## src/hw/rtl/bin7seg_pkg.sv

```systemverilog
`timescale 1ns / 1ps

package bin7seg_pkg;

  localparam int unsigned VALUE_W   = 16;
  localparam int unsigned SEL_W     = 3;
  localparam int unsigned SEG_W     = 8;
  localparam int unsigned NUM_DIG   = 4;
  localparam int unsigned RECIP_W   = 17;
  localparam int unsigned PROD_W    = VALUE_W + RECIP_W;

  // Digit positions on the display
  localparam logic [SEL_W-1:0] SEL_ONES      = 3'd0;
  localparam logic [SEL_W-1:0] SEL_TENS      = 3'd1;
  localparam logic [SEL_W-1:0] SEL_HUNDREDS  = 3'd3;
  localparam logic [SEL_W-1:0] SEL_THOUSANDS = 3'd4;

  localparam logic [SEG_W-1:0] SEG_BLANK = 8'hFF;

  // floor(x / d) == (x * m) >> k, exact for every 16-bit x
  localparam logic [RECIP_W-1:0] RECIP_10    = 17'd52429;
  localparam logic [RECIP_W-1:0] RECIP_100   = 17'd83887;
  localparam logic [RECIP_W-1:0] RECIP_1000  = 17'd67109;
  localparam logic [RECIP_W-1:0] RECIP_10000 = 17'd107375;
  localparam int unsigned SHIFT_10    = 19;
  localparam int unsigned SHIFT_100   = 23;
  localparam int unsigned SHIFT_1000  = 26;
  localparam int unsigned SHIFT_10000 = 30;

  typedef struct packed {
    logic [VALUE_W-1:0] value;
    logic [12:0]        q1;   // value / 10
    logic [9:0]         q2;   // value / 100
    logic [6:0]         q3;   // value / 1000
    logic [2:0]         q4;   // value / 10000
  } quot_t;

  typedef struct packed {
    logic [SEL_W-1:0] sel;
    logic [SEG_W-1:0] seg;
  } res_t;

  // x * 10 as shift and add
  function automatic logic [VALUE_W-1:0] times10(input logic [VALUE_W-1:0] x);
    times10 = (x << 3) + (x << 1);
  endfunction

  // Active-low segment pattern, bit 7 is the decimal point (off)
  function automatic logic [SEG_W-1:0] seg_of(input logic [3:0] d);
    logic [SEG_W-1:0] s;
    unique case (d)
      4'd0:    s = 8'hC0;
      4'd1:    s = 8'hF9;
      4'd2:    s = 8'hA4;
      4'd3:    s = 8'hB0;
      4'd4:    s = 8'h99;
      4'd5:    s = 8'h92;
      4'd6:    s = 8'h82;
      4'd7:    s = 8'hF8;
      4'd8:    s = 8'h80;
      4'd9:    s = 8'h98;
      default: s = SEG_BLANK;
    endcase
    return s;
  endfunction

endpackage

```

## src/hw/rtl/bin7seg_div.sv

```systemverilog
`timescale 1ns / 1ps

// Input register, then four constant-reciprocal multiplies into a quotient register.
module bin7seg_div (
  input  logic                                clk,
  input  logic                                rst,
  input  logic                                in_valid,
  output logic                                in_ready,
  input  logic [bin7seg_pkg::VALUE_W-1:0]     value,
  output logic                                out_valid,
  input  logic                                out_ready,
  output bin7seg_pkg::quot_t                  quot
);

  logic                              a_valid;
  logic [bin7seg_pkg::VALUE_W-1:0]   a_value;
  logic                              b_valid;
  bin7seg_pkg::quot_t                b_quot;
  bin7seg_pkg::quot_t                quot_next;
  logic [bin7seg_pkg::PROD_W-1:0]    p1, p2, p3, p4, a_ext;
  logic                              a_free, b_free;

  assign b_free   = !b_valid || out_ready;
  assign a_free   = !a_valid || b_free;
  assign in_ready = a_free;

  assign a_ext = {{bin7seg_pkg::RECIP_W{1'b0}}, a_value};
  assign p1 = a_ext * bin7seg_pkg::PROD_W'(bin7seg_pkg::RECIP_10);
  assign p2 = a_ext * bin7seg_pkg::PROD_W'(bin7seg_pkg::RECIP_100);
  assign p3 = a_ext * bin7seg_pkg::PROD_W'(bin7seg_pkg::RECIP_1000);
  assign p4 = a_ext * bin7seg_pkg::PROD_W'(bin7seg_pkg::RECIP_10000);

  always_comb begin
    quot_next.value = a_value;
    quot_next.q1    = 13'(p1 >> bin7seg_pkg::SHIFT_10);
    quot_next.q2    = 10'(p2 >> bin7seg_pkg::SHIFT_100);
    quot_next.q3    = 7'(p3 >> bin7seg_pkg::SHIFT_1000);
    quot_next.q4    = 3'(p4 >> bin7seg_pkg::SHIFT_10000);
  end

  always_ff @(posedge clk) begin
    if (rst) begin
      a_valid <= 1'b0;
      b_valid <= 1'b0;
    end else begin
      if (a_free) a_valid <= in_valid;
      if (b_free) b_valid <= a_valid;
    end
  end

  always_ff @(posedge clk) begin
    if (in_valid && a_free) a_value <= value;
    if (a_valid && b_free)  b_quot  <= quot_next;
  end

  assign out_valid = b_valid;
  assign quot      = b_quot;

endmodule

```

## src/hw/rtl/bin7seg_fmt.sv

```systemverilog
`timescale 1ns / 1ps

// Remainders, segment lookup and leading-zero suppression.
module bin7seg_fmt (
  input  bin7seg_pkg::quot_t  quot,
  output bin7seg_pkg::res_t   res [bin7seg_pkg::NUM_DIG],
  output logic [1:0]          last_idx
);

  logic [bin7seg_pkg::VALUE_W-1:0] r0, r1, r2, r3;

  // remainder of each quotient against ten times the next one
  assign r0 = quot.value - bin7seg_pkg::times10(16'(quot.q1));
  assign r1 = 16'(quot.q1) - bin7seg_pkg::times10(16'(quot.q2));
  assign r2 = 16'(quot.q2) - bin7seg_pkg::times10(16'(quot.q3));
  assign r3 = 16'(quot.q3) - bin7seg_pkg::times10(16'(quot.q4));

  always_comb begin
    res[0] = '{sel: bin7seg_pkg::SEL_ONES,      seg: bin7seg_pkg::seg_of(r0[3:0])};
    res[1] = '{sel: bin7seg_pkg::SEL_TENS,      seg: bin7seg_pkg::seg_of(r1[3:0])};
    res[2] = '{sel: bin7seg_pkg::SEL_HUNDREDS,  seg: bin7seg_pkg::seg_of(r2[3:0])};
    res[3] = '{sel: bin7seg_pkg::SEL_THOUSANDS, seg: bin7seg_pkg::seg_of(r3[3:0])};
    priority if (quot.q1 == '0) begin
      // single digit: blank the thousands position after it
      res[1]   = '{sel: bin7seg_pkg::SEL_THOUSANDS, seg: bin7seg_pkg::SEG_BLANK};
      last_idx = 2'd1;
    end else if (quot.q2 == '0) begin
      last_idx = 2'd1;
    end else if (quot.q3 == '0) begin
      last_idx = 2'd2;
    end else begin
      last_idx = 2'd3;
    end
  end

endmodule

```

## src/hw/rtl/bin7seg_ser.sv

```systemverilog
`timescale 1ns / 1ps

// Holds one value's digit words and shifts them out, ones digit first.
module bin7seg_ser (
  input  logic               clk,
  input  logic               rst,
  input  logic               in_valid,
  output logic               in_ready,
  input  bin7seg_pkg::res_t  res [bin7seg_pkg::NUM_DIG],
  input  logic [1:0]         last_idx,
  output logic               out_valid,
  input  logic               out_ready,
  output bin7seg_pkg::res_t  out_res,
  output logic               out_last
);

  logic               busy;
  logic [1:0]         remaining;
  bin7seg_pkg::res_t  words [bin7seg_pkg::NUM_DIG];
  logic               load_ok;

  assign load_ok  = !busy || (out_ready && remaining == 2'd0);
  assign in_ready = load_ok;

  always_ff @(posedge clk) begin
    if (rst) begin
      busy      <= 1'b0;
      remaining <= 2'd0;
    end else if (load_ok) begin
      busy      <= in_valid;
      remaining <= last_idx;
    end else if (out_ready) begin
      remaining <= remaining - 2'd1;
    end
  end

  always_ff @(posedge clk) begin
    if (load_ok) begin
      words <= res;
    end else if (out_ready) begin
      for (int i = 0; i < bin7seg_pkg::NUM_DIG - 1; i++) begin
        words[i] <= words[i+1];
      end
    end
  end

  assign out_valid = busy;
  assign out_res   = words[0];
  assign out_last  = (remaining == 2'd0);

endmodule

```

## src/hw/rtl/binary_to_seven_segment_digits_top.sv

```systemverilog
`timescale 1ns / 1ps

// Binary to seven-segment digit decoder. Each 16-bit input word is split into
// ones, tens, hundreds and thousands digits (thousands taken mod 10, so values
// above 9999 wrap in that digit) and each shown digit leaves as one output word
// carrying a position select (0 ones, 1 tens, 3 hundreds, 4 thousands) and an
// active-low segment pattern, ones digit first, tlast on the final word.
// Leading zeros are dropped; a one-digit value is followed by a blank pattern
// (0xFF) to position 4. An input word yields 2, 3 or 4 output words, one per
// cycle while m_tready is high; the serializer loads the next value as the last
// word of the previous one leaves. Input to first output word passes the input
// register, quotient register and serializer. Input is taken while earlier
// words are in flight or waiting at the output, as long as the input register
// is empty or can hand its word on to the quotient register.
module binary_to_seven_segment_digits_top (
  input  logic        clk,
  input  logic        rst,
  input  logic        s_tvalid,
  output logic        s_tready,
  input  logic [15:0] s_tdata,   // [15:0] value
  output logic        m_tvalid,
  input  logic        m_tready,
  output logic [15:0] m_tdata,   // [2:0] digit_select, [10:3] segments, [15:11] zero
  output logic        m_tlast
);

  bin7seg_pkg::quot_t  quot;
  logic                quot_valid;
  logic                quot_ready;
  bin7seg_pkg::res_t   res [bin7seg_pkg::NUM_DIG];
  logic [1:0]          last_idx;
  bin7seg_pkg::res_t   out_res;

  // Stage 1-2: input register and divide-by-constant products
  bin7seg_div u_div (
    .clk       (clk),
    .rst       (rst),
    .in_valid  (s_tvalid),
    .in_ready  (s_tready),
    .value     (s_tdata),
    .out_valid (quot_valid),
    .out_ready (quot_ready),
    .quot      (quot)
  );

  // Digits and segment patterns straight into the serializer's load port
  bin7seg_fmt u_fmt (
    .quot     (quot),
    .res      (res),
    .last_idx (last_idx)
  );

  // Output register: one digit word per cycle while m_tready is high
  bin7seg_ser u_ser (
    .clk       (clk),
    .rst       (rst),
    .in_valid  (quot_valid),
    .in_ready  (quot_ready),
    .res       (res),
    .last_idx  (last_idx),
    .out_valid (m_tvalid),
    .out_ready (m_tready),
    .out_res   (out_res),
    .out_last  (m_tlast)
  );

  assign m_tdata = {5'b0, out_res.seg, out_res.sel};

endmodule
```

## config.mk

```make
export PLATFORM = sky130hd
export DESIGN_NAME = binary_to_seven_segment_digits_top
export DESIGN_NICKNAME = d
export VERILOG_FILES = /design/src/hw/rtl/bin7seg_pkg.sv /design/src/hw/rtl/bin7seg_div.sv /design/src/hw/rtl/bin7seg_fmt.sv /design/src/hw/rtl/bin7seg_ser.sv /design/src/hw/rtl/binary_to_seven_segment_digits_top.sv
export SDC_FILE = /design/constraint.sdc
export NUM_CORES = 1
export LEC_CHECK = 0
export ABC_AREA = 1
export BUFFER_PORTS_ARGS = -buffer_cell sky130_fd_sc_hd__buf_4
export CAP_MARGIN = 0
export CORE_ASPECT_RATIO = 0.6
export CORE_MARGIN = 4
export CORE_UTILIZATION = 40
export CTS_BUF_LIST = sky130_fd_sc_hd__clkbuf_4
export DETAILED_ROUTE_END_ITERATION = 12
export HOLD_SLACK_MARGIN = 0.05
export PLACE_DENSITY = 0.63
export SLEW_MARGIN = 20
export SYNTH_ARGS = -nofsm -noshare
export SYNTH_HDL_FRONTEND = slang
export SYNTH_SLANG_ARGS = --single-unit
```

## constraint.sdc

```tcl
create_clock -name clk -period 17.05 [get_ports clk]
set_clock_uncertainty 0.2 [all_clocks]
set_input_delay 0.8525 -clock clk [delete_from_list [all_inputs] [get_ports clk]]
set_output_delay 0.8525 -clock clk [all_outputs]
set_load 0.005 [all_outputs]
```

==> impl_metrics.csv, run 1 <==
group,metric,value,unit
global_routing,grt_max_degree,39,
synth,synthTopCellsByArea,"fa_1 27%, ha_1 26%, edfxtp_1 11%, inv_1 11%, nand2_1 11%",
clock_network,postCtsSetupBuffers,0,
clock_network,clockRootBuffer,"clkbuf_4",
drt,vias_per_cell,4.98,
floorplan,core_area,0.0564,mm^2
drt,drc_errors,0,
global_routing,overflow,0,
worst_setup_path,cp_cell_sequence,"inv_1 > ha_1 > inv_1 > fa_1 > fa_1 > fa_1 > fa_1 > ha_1 > ha_1 > nand2_1 > inv_1 > nand2_2 > nor3_2 > nand2_1 > nand3b_1 > nand3_1 > nand2_1",
floorplan,row_count,67,
worst_setup_path,end_kind,"register",
synth,yosysTopAreaCellShare,26.7,%
global_routing,grt_pass1_wl,108,mm
floorplan,fp.dieW,318,um
drt,drt-wirelength-per-cell,19.2,um
drt,drtIter0Drc,1586,
worst_setup_path,cpPeakStageDelay,0.92,ns
run_status,outcome,"finished, final reports clean",
cells_and_area,drive_above_1_share,2.94,%
synth,ys_warn_count,0,
timing,holdWs,0.173,ns
floorplan,start_util,40.9,%
clock_network,cts_tree,"built",
clock_network,cts_resized,0,
cells_and_area,fill_cells,5659,
synth,ys_ff_latch,97,
worst_setup_path,cp-start-kind,"register",
worst_hold_path,hp-class,"primary input to register",
synth,synth.largest_area_cell,"fa_1",
flow_run,maxCapViolCount,0,
timing,min_period,6.61,ns
global_routing,grt_pass1_vias,17600,
synth,yosysSeqAreaShare,12.2,%
synth,synth-edff-count,87,
clock_network,clock_latency,0.63,ns
placed_design,io_buffer_count,33,
timing,hold_violations,0,
timing,grt_setup_unrepaired,"false",
cells_and_area,utilization,43.2,%
clock_network,numCtsBuffers,9,
global_routing,antenna_found_initial,3,
floorplan,ioPinCount,39,
synth,async_reset_ff_share,0,%
worst_setup_path,worstSetupPathType,"register to register",
cells_and_area,seqCellArea,0.00281,mm^2
worst_setup_path,path_delay_family,"adder cells",
clock_network,ctsHoldBuffers,0,
timing,relSlewSlack,23.1,%
worst_setup_path,cp.required,17.22,ns
cells_and_area,multi_input_area,0.0175,mm^2
clock_network,htreeDepth,3,
timing,tns,0,ns
clock_network,clkTransAtPathRegs,0.24,ns
synth,synth_commonest_cells,"686 x inv_1, 650 x nand2_1, 487 x ha_1, 308 x fa_1, 141 x nor2_1",
synth,synth.avg_cell_area,8.29,um^2
placed_design,gp_congestion,1.01,
timing,slew_violations,0,
worst_setup_path,crit_path_max_fanout,11,
cells_and_area,syn2layout_area_growth,5.57,%
timing,fmax,151,MHz
drt,num_vias,17900,
placed_design,dp_hpwl,59.7,mm
floorplan,die_h,194,um
worst_setup_path,path_buf_inv,3,
floorplan,die-area,0.0617,mm^2
clock_network,cts_buffer_depth,2,
global_routing,grt_usage,22.9,%
drt,drt_pass1_iterations,6,
drt,ant_nets,0,
worst_setup_path,cpMaxStageDelayCell,"edfxtp_1",
drt,detail_route.wirelength,69.0,mm
clock_network,clock_sinks,97,
synth,synth_area,0.0231,mm^2
cells_and_area,instances_no_fill,3589,
placed_design,post-place-cells,3570,
synth,yosysMostFrequentCell,"inv_1",
worst_setup_path,cp_common_cell,"fa_1",
timing,finalCritPeriodShare,38.8,%
worst_setup_path,arrival,6.78,ns
synth,synthCells,2785,
cells_and_area,final_nets,3637,
timing,tightestPinTransition,1.15,ns
timing,setup_viol,0,
synth,ys.flop_type,"edfxtp_1",
worst_setup_path,rrSetupSlack,10.44,ns
synth,synth_cell_types,42,
## worst paths after layout
path | start | to | depth (start not counted)
hold reg to reg | u_ser.words[21]$_SDFFE_PN0P_ | u_ser.words[21]$_SDFFE_PN0P_ | 2
hold / removal | s_tdata[10] | u_div.a_value[10]$_DFFE_PP_ | 1
setup / recovery | u_div.a_value[5]$_DFFE_PP_ | u_div.quot[27]$_DFFE_PP_ | 17
setup reg to reg | u_div.a_value[5]$_DFFE_PP_ | u_div.quot[27]$_DFFE_PP_ | 17
## cell type report
| class | instances | area share (%) |
|---|---|---|
| antenna | 3 | 0.0308 |
| clock buffer | 9 | 0.277 |
| clock inverter | 7 | 0.349 |
| inverter | 688 | 10.6 |
| multi-input combinational | 1982 | 71.9 |
| sequential | 97 | 11.5 |
| tap | 759 | 3.90 |
| timing repair buffer | 44 | 1.36 |
## sequential cells by signal (all words and copies together) (netlist names)
register	count
u_ser.out_res	11
u_div.quot	37
u_ser.remaining	2
u_div.a_value	16
u_ser.words	28
u_div.a_valid	1
u_ser.out_valid	1
u_div.out_valid	1
## layout by cell type, fill, tap and decap left out, types with 17 or more instances in the layout
cell,synthesis,routed
fa_1,308,308
buf_4,16,44
ha_1,487,487
edfxtp_1,87,87
nand2_1,650,650
nand3_1,121,121
a21oi_1,102,102
o21ai_0,44,44
o21bai_1,17,17
inv_1,686,685
nor2_1,141,141
## stage by stage
stage          area (um^2)  setup slack [ns]
2_1_floorplan        23100             11.71
3_3_place_gp         24200             10.71
3_5_place_dp         24200             10.71
4_1_cts              24400             10.62
5_1_grt              24400             10.28
6_report             24400             10.44
## layer usage
layer	vias up	GRT usage, %	share of wire (%)
met5	-	1.69	0.24
met2	781	26.9	33
met1	8360	37.8	52
li1	8700	-	-
met3	37	9.66	14
met4	4	2.64	0.83
## cell families (layout without fill, tap and decap cells)
family	Yosys count	after routing	synth area share [%]
flip-flops	97	97	12.2
XOR/XNOR	27	27	1.12
other	1	8	0.0162
AND/OR/NAND/NOR	971	971	17.2
adder cells (fa/ha/maj)	795	795	53.1
buffers and inverters	710	748	11.9
AO/OA/AOI/OAI	184	184	4.41
Power of run 1 is left out: the tool's default activity adds up to more than one toggle a clock period on the data nets, which glitch-free logic cannot reach.
==> inputs of run 2 (changes only) <==
clock period = 6.4 ns   (was 17.05 ns; I/O delays follow)
==> run 2 against run 1 <==
  * Global-route usage is 0.63 points higher
  * Flip-flop and latch count stayed put
  * Final cell count is 1.5% higher
==> impl_metrics.csv, run 2 (synthesized netlist as in run 1, its figures left out) <==
group,metric,value,unit
cells_and_area,layout_common_cells,"685 x inv_1, 650 x nand2_1, 487 x ha_1, 308 x fa_1, 141 x nor2_1",
worst_setup_path,reg2reg_to,"u_div.quot[27]$_DFFE_PP_",
worst_setup_path,end_kind,"register",
drt,ant_nets,0,
drt,detail_route.wirelength,71.0,mm
drt,num_vias,18000,
drt,drt_pass1_iterations,5,
worst_setup_path,rr_worst_depth,19,
timing,hold_violations,0,
clock_network,clockRootBuffer,"clkbuf_4",
worst_hold_path,hp-start,"s_tdata[9]",
global_routing,grt_pass1_wl,110,mm
drt,drc_errors,0,
global_routing,grt_usage,23.5,%
clock_network,htreeDepth,3,
global_routing,antenna_found_initial,2,
worst_setup_path,cp-startpoint,"u_div.a_value[14]$_DFFE_PP_",
worst_hold_path,hold_end,"u_div.a_value[9]$_DFFE_PP_",
worst_setup_path,regToRegStartpoint,"u_div.a_value[14]$_DFFE_PP_",
timing,tightestPinTransition,0.901,ns
clock_network,postCtsSetupBuffers,0,
cells_and_area,fin_area,0.0248,mm^2
cells_and_area,syn2layout_area_growth,7.63,%
worst_setup_path,arrival,6.31,ns
drt,vias_per_cell,4.94,
cells_and_area,instances_no_fill,3643,
worst_setup_path,cp.required,6.57,ns
global_routing,grt_max_degree,39,
floorplan,die-area,0.0617,mm^2
timing,finalCritPeriodShare,96.1,%
clock_network,cts_tree,"built",
flow_run,maxCapViolCount,0,
worst_hold_path,whs_path_depth,2,
placed_design,gp_congestion,1.04,
worst_hold_path,hp-class,"primary input to register",
clock_network,cts_resized,0,
worst_setup_path,crit_path_max_fanout,6,
global_routing,grt_pass1_vias,17600,
floorplan,core_area,0.0564,mm^2
worst_setup_path,worstSetupPathType,"register to register",
run_status,outcome,"finished, final reports clean",
floorplan,die_h,194,um
placed_design,post-place-cells,3604,
worst_setup_path,rrSetupSlack,0.25,ns
cells_and_area,largest_reg_flops,37,
cells_and_area,drive_above_1_share,4.06,%
floorplan,row_count,67,
clock_network,clock_sinks,97,
timing,tns,0,ns
cells_and_area,final_common_cell,"inv_1",
floorplan,start_util,40.9,%
clock_network,clkTransAtPathRegs,0.24,ns
placed_design,io_buffer_count,33,
cells_and_area,final_nets,3691,
timing,grt_setup_unrepaired,"false",
clock_network,cts_buffer_depth,2,
timing,slew_violations,0,
floorplan,ioPinCount,39,
clock_network,clock_latency,0.62,ns
drt,drtIter0Drc,1708,
timing,setup_viol,0,
placed_design,dp_hpwl,62.3,mm
clock_network,numCtsBuffers,9,
timing,fmax,163,MHz
worst_setup_path,cp-start-kind,"register",
drt,drt-wirelength-per-cell,19.5,um
floorplan,fp.dieW,318,um
global_routing,overflow,0,
timing,relSlewSlack,39.3,%
timing,min_period,6.15,ns
placed_design,dpl_cell_area,0.0245,mm^2
-- run 2: cell count changes in the layout (fill, tap and decap cells not counted), sizes merged --
cell         before  now
clkinvlp          1    0
clkinv            1    0
clkbuf            9   10
dlygate4sd3       0   20
buf              44   78
bufinv            1    2
-- run 2: what timing repair did --
action / CTS / global route
hold buffers: 20 / 0
hold endpoints to repair: 30 / 0
setup endpoints to repair: 0 / 0
-- run 2: critical path, cell delays in order (launching register included) --
cell,delay [ns]
edfxtp_1,0.86
inv_1,0.29
ha_1,0.54
inv_1,0.27
ha_1,0.38
inv_1,0.06
fa_1,0.52
fa_1,0.44
fa_1,0.55
inv_1,0.06
fa_1,0.48
ha_1,0.33
a21oi_1,0.27
nand2_1,0.13
nand3_1,0.09
nand3_1,0.10
nor2_1,0.14
nand2_1,0.07
nand2_1,0.07
nand2_1,0.05
-- run 2: final cells by class --
class / count / area [um^2]
timing repair buffer: 98 / 786
sequential: 97 / 2810
fill: 5669 / 31600
clock buffer: 10 / 75.1
clock inverter: 6 / 97.6
tap: 759 / 950
inverter: 688 / 2580
antenna: 3 / 7.51
multi-input combinational: 1982 / 17500
-- run 2: how the worst max path moves through the flow --
stage                               end  slack [ns]
2_1_floorplan  u_div.quot[31]$_DFFE_PP_        1.06
3_3_place_gp   u_div.quot[31]$_DFFE_PP_        0.45
3_5_place_dp   u_div.quot[18]$_DFFE_PP_        0.46
4_1_cts        u_div.quot[27]$_DFFE_PP_        0.43
5_1_grt        u_div.quot[27]$_DFFE_PP_        0.05
6_report       u_div.quot[27]$_DFFE_PP_        0.25
-- run 2: metrics by stage --
step / hold slack, ns / setup WS [ns] / util [%]
2_1_floorplan: 0.189 / 1.06 / -
3_3_place_gp: 0.244 / 0.455 / 43.4
3_5_place_dp: 0.249 / 0.457 / 43.4
6_report: 0.198 / 0.252 / 44.0
4_1_cts: 0.141 / 0.426 / 44.0
5_1_grt: 0.176 / 0.0468 / 44.0
-- run 2: per-layer routing --
metal / vias up / global-route usage [%] / part of all wire [%]
li1: 8796 / - / -
met1: 8387 / 38.3 / 52
met2: 787 / 27.3 / 32
met3: 42 / 11.1 / 14
met4: 2 / 2.76 / 0.85
met5: - / 1.53 / 0.19
Power of run 2 is left out for the same reason.
==> inputs of run 3 (changes only) <==
SYNTH_HIERARCHICAL = 1   (was unset)
==> run 3 against run 2 <==
  * Non-clock buffer count up 4
  * Worst hold slack lost 0.0054 ns
  * Critical path type unchanged
  * Register-to-register slack better by 0.096 ns
  * Global-route usage fell by 0.81 points
  * Critical path depth rose by 2
  * Final area increased by 1.3%
  * Sequential share of layout area grew 0.65 points
  * Highest routed layer is now met4
  * Synthesized cell count grew 2.3%
==> impl_metrics.csv, run 3 <==
group,metric,value,unit
worst_setup_path,rr_worst_depth,21,
clock_network,numCtsBuffers,9,
flow_run,maxCapViolCount,0,
synth,ys_warn_count,6,
timing,finalCritPeriodShare,94.6,%
cells_and_area,syn2layout_area_growth,7.30,%
floorplan,fp.dieW,321,um
worst_setup_path,cp.required,6.63,ns
global_routing,grt_max_degree,79,
timing,setup_viol,0,
cells_and_area,final_nets,3731,
timing,min_period,6.05,ns
synth,synthCells,2849,
drt,drc_errors,0,
run_status,outcome,"finished, final reports clean",
clock_network,clock_latency,0.62,ns
timing,fmax,165,MHz
timing,tightestPinTransition,0.953,ns
cells_and_area,fill_cells,5785,
worst_hold_path,hp-class,"primary input to register",
clock_network,clkTransAtPathRegs,0.24,ns
floorplan,ioPinCount,39,
worst_setup_path,end_kind,"register",
clock_network,clock_sinks,102,
cells_and_area,largest_reg_flops,37,
worst_hold_path,hold_end,"u_div/a_value[8]$_DFFE_PP_",
placed_design,dpl_cell_area,0.0248,mm^2
worst_setup_path,rrSetupSlack,0.35,ns
global_routing,overflow,0,
clock_network,cts_resized,0,
cells_and_area,drive_above_1_share,4.92,%
global_routing,grt_pass1_wl,107,mm
worst_setup_path,arrival,6.28,ns
timing,relSlewSlack,36.4,%
synth,synth.avg_cell_area,8.23,um^2
drt,drt_pass1_iterations,5,
floorplan,die_h,196,um
worst_setup_path,crit_path_max_fanout,11,
placed_design,dp_hpwl,60.8,mm
floorplan,core_area,0.0578,mm^2
floorplan,row_count,68,
drt,ant_nets,0,
drt,detail_route.wirelength,69.1,mm
cells_and_area,final_common_cell,"inv_1",
placed_design,io_buffer_count,33,
worst_setup_path,reg2reg_to,"u_div/quot[2]$_DFFE_PP_",
worst_hold_path,whs_path_depth,2,
placed_design,gp_congestion,1.03,
floorplan,start_util,40.6,%
drt,drt-wirelength-per-cell,18.6,um
floorplan,die-area,0.0627,mm^2
timing,slew_violations,0,
global_routing,grt_usage,22.7,%
worst_setup_path,worstSetupPathType,"register to register",
clock_network,htreeDepth,3,
drt,vias_per_cell,4.92,
worst_setup_path,cp-start-kind,"register",
drt,num_vias,18300,
worst_setup_path,regToRegStartpoint,"u_div/a_value[4]$_DFFE_PP_",
cells_and_area,fin_area,0.0252,mm^2
timing,hold_violations,0,
global_routing,grt_pass1_vias,17600,
global_routing,antenna_found_initial,3,
clock_network,cts_buffer_depth,2,
clock_network,cts_tree,"built",
clock_network,clockRootBuffer,"clkbuf_4",
cells_and_area,layout_common_cells,"730 x inv_1, 638 x nand2_1, 461 x ha_1, 309 x fa_1, 136 x nor2_1",
cells_and_area,multi_input_area,0.0175,mm^2
timing,grt_setup_unrepaired,"false",
drt,drtIter0Drc,1772,
worst_hold_path,hp-start,"s_tdata[8]",
synth,synth_area,0.0235,mm^2
timing,tns,0,ns
cells_and_area,seqCellArea,0.00301,mm^2
-- run 3: area by class of cell --
type | count | area share, %
sequential | 102 | 12.0
clock inverter | 5 | 0.169
tap | 770 | 3.83
timing repair buffer | 102 | 3.23
inverter | 733 | 10.9
antenna | 3 | 0.0298
clock buffer | 11 | 0.328
multi-input combinational | 1993 | 69.5
-- run 3: how the worst max path moves through the flow --
stage                                           from                        to  slack, ns  cells past startpoint
after floorplan           u_div/a_value[5]$_DFFE_PP_  u_div/quot[28]$_DFFE_PP_       1.06                     21
after global placement    u_div/a_value[4]$_DFFE_PP_   u_div/quot[2]$_DFFE_PP_       0.46                     21
after detailed placement  u_div/a_value[4]$_DFFE_PP_   u_div/quot[2]$_DFFE_PP_       0.45                     21
after CTS                 u_div/a_value[4]$_DFFE_PP_   u_div/quot[2]$_DFFE_PP_       0.40                     21
after global routing      u_div/a_value[4]$_DFFE_PP_   u_div/quot[2]$_DFFE_PP_       0.03                     21
final                     u_div/a_value[4]$_DFFE_PP_   u_div/quot[2]$_DFFE_PP_       0.35                     21
-- run 3: what timing repair did --
item / in CTS / in global routing
endpoints found under the setup margin: 0 / 0
hold buffers: 19 / 0
hold endpoints to repair: 24 / 0
setup buffers: 0 / 0
-- run 3: critical path, stage by stage, from the launching register on --
cell and delay [ns]:
edfxtp_1 0.52, buf_4 0.28, ha_1 0.67, inv_1 0.19, fa_1 0.52, fa_1 0.54
inv_1 0.05, fa_1 0.55, inv_1 0.06, fa_1 0.53, inv_1 0.05, fa_1 0.47
ha_1 0.33, nand2_1 0.10, nor2_1 0.17, nand3_1 0.14, nor2_1 0.11, nand2_1 0.06
nand2_1 0.09, nand2_1 0.07, nand3b_1 0.08, nand2_1 0.05
-- run 3: routing by layer --
layer	wire, um	track usage (%)	part of all wire (%)	up-vias
met1	37000	37.8	54	8528
li1	-	-	-	8951
met2	22000	26.2	32	783
met3	9450	10.1	14	46
met5	0	0	0	-
met4	623	2.42	0.90	0
-- run 3: metrics by stage --
stage | hold slack [ns] | utilization [%] | std cells | worst slack [ns]
5_1_grt | 0.133 | 43.6 | 3718 | 0.0348
6_report | 0.193 | 43.6 | 3719 | 0.348
3_5_place_dp | 0.299 | 43.0 | 3681 | 0.454
4_1_cts | 0.120 | 43.6 | 3716 | 0.398
3_3_place_gp | 0.298 | 43.0 | 3681 | 0.462
2_1_floorplan | 0.182 | - | 2865 | 1.06
Power of run 3 is left out for the same reason.
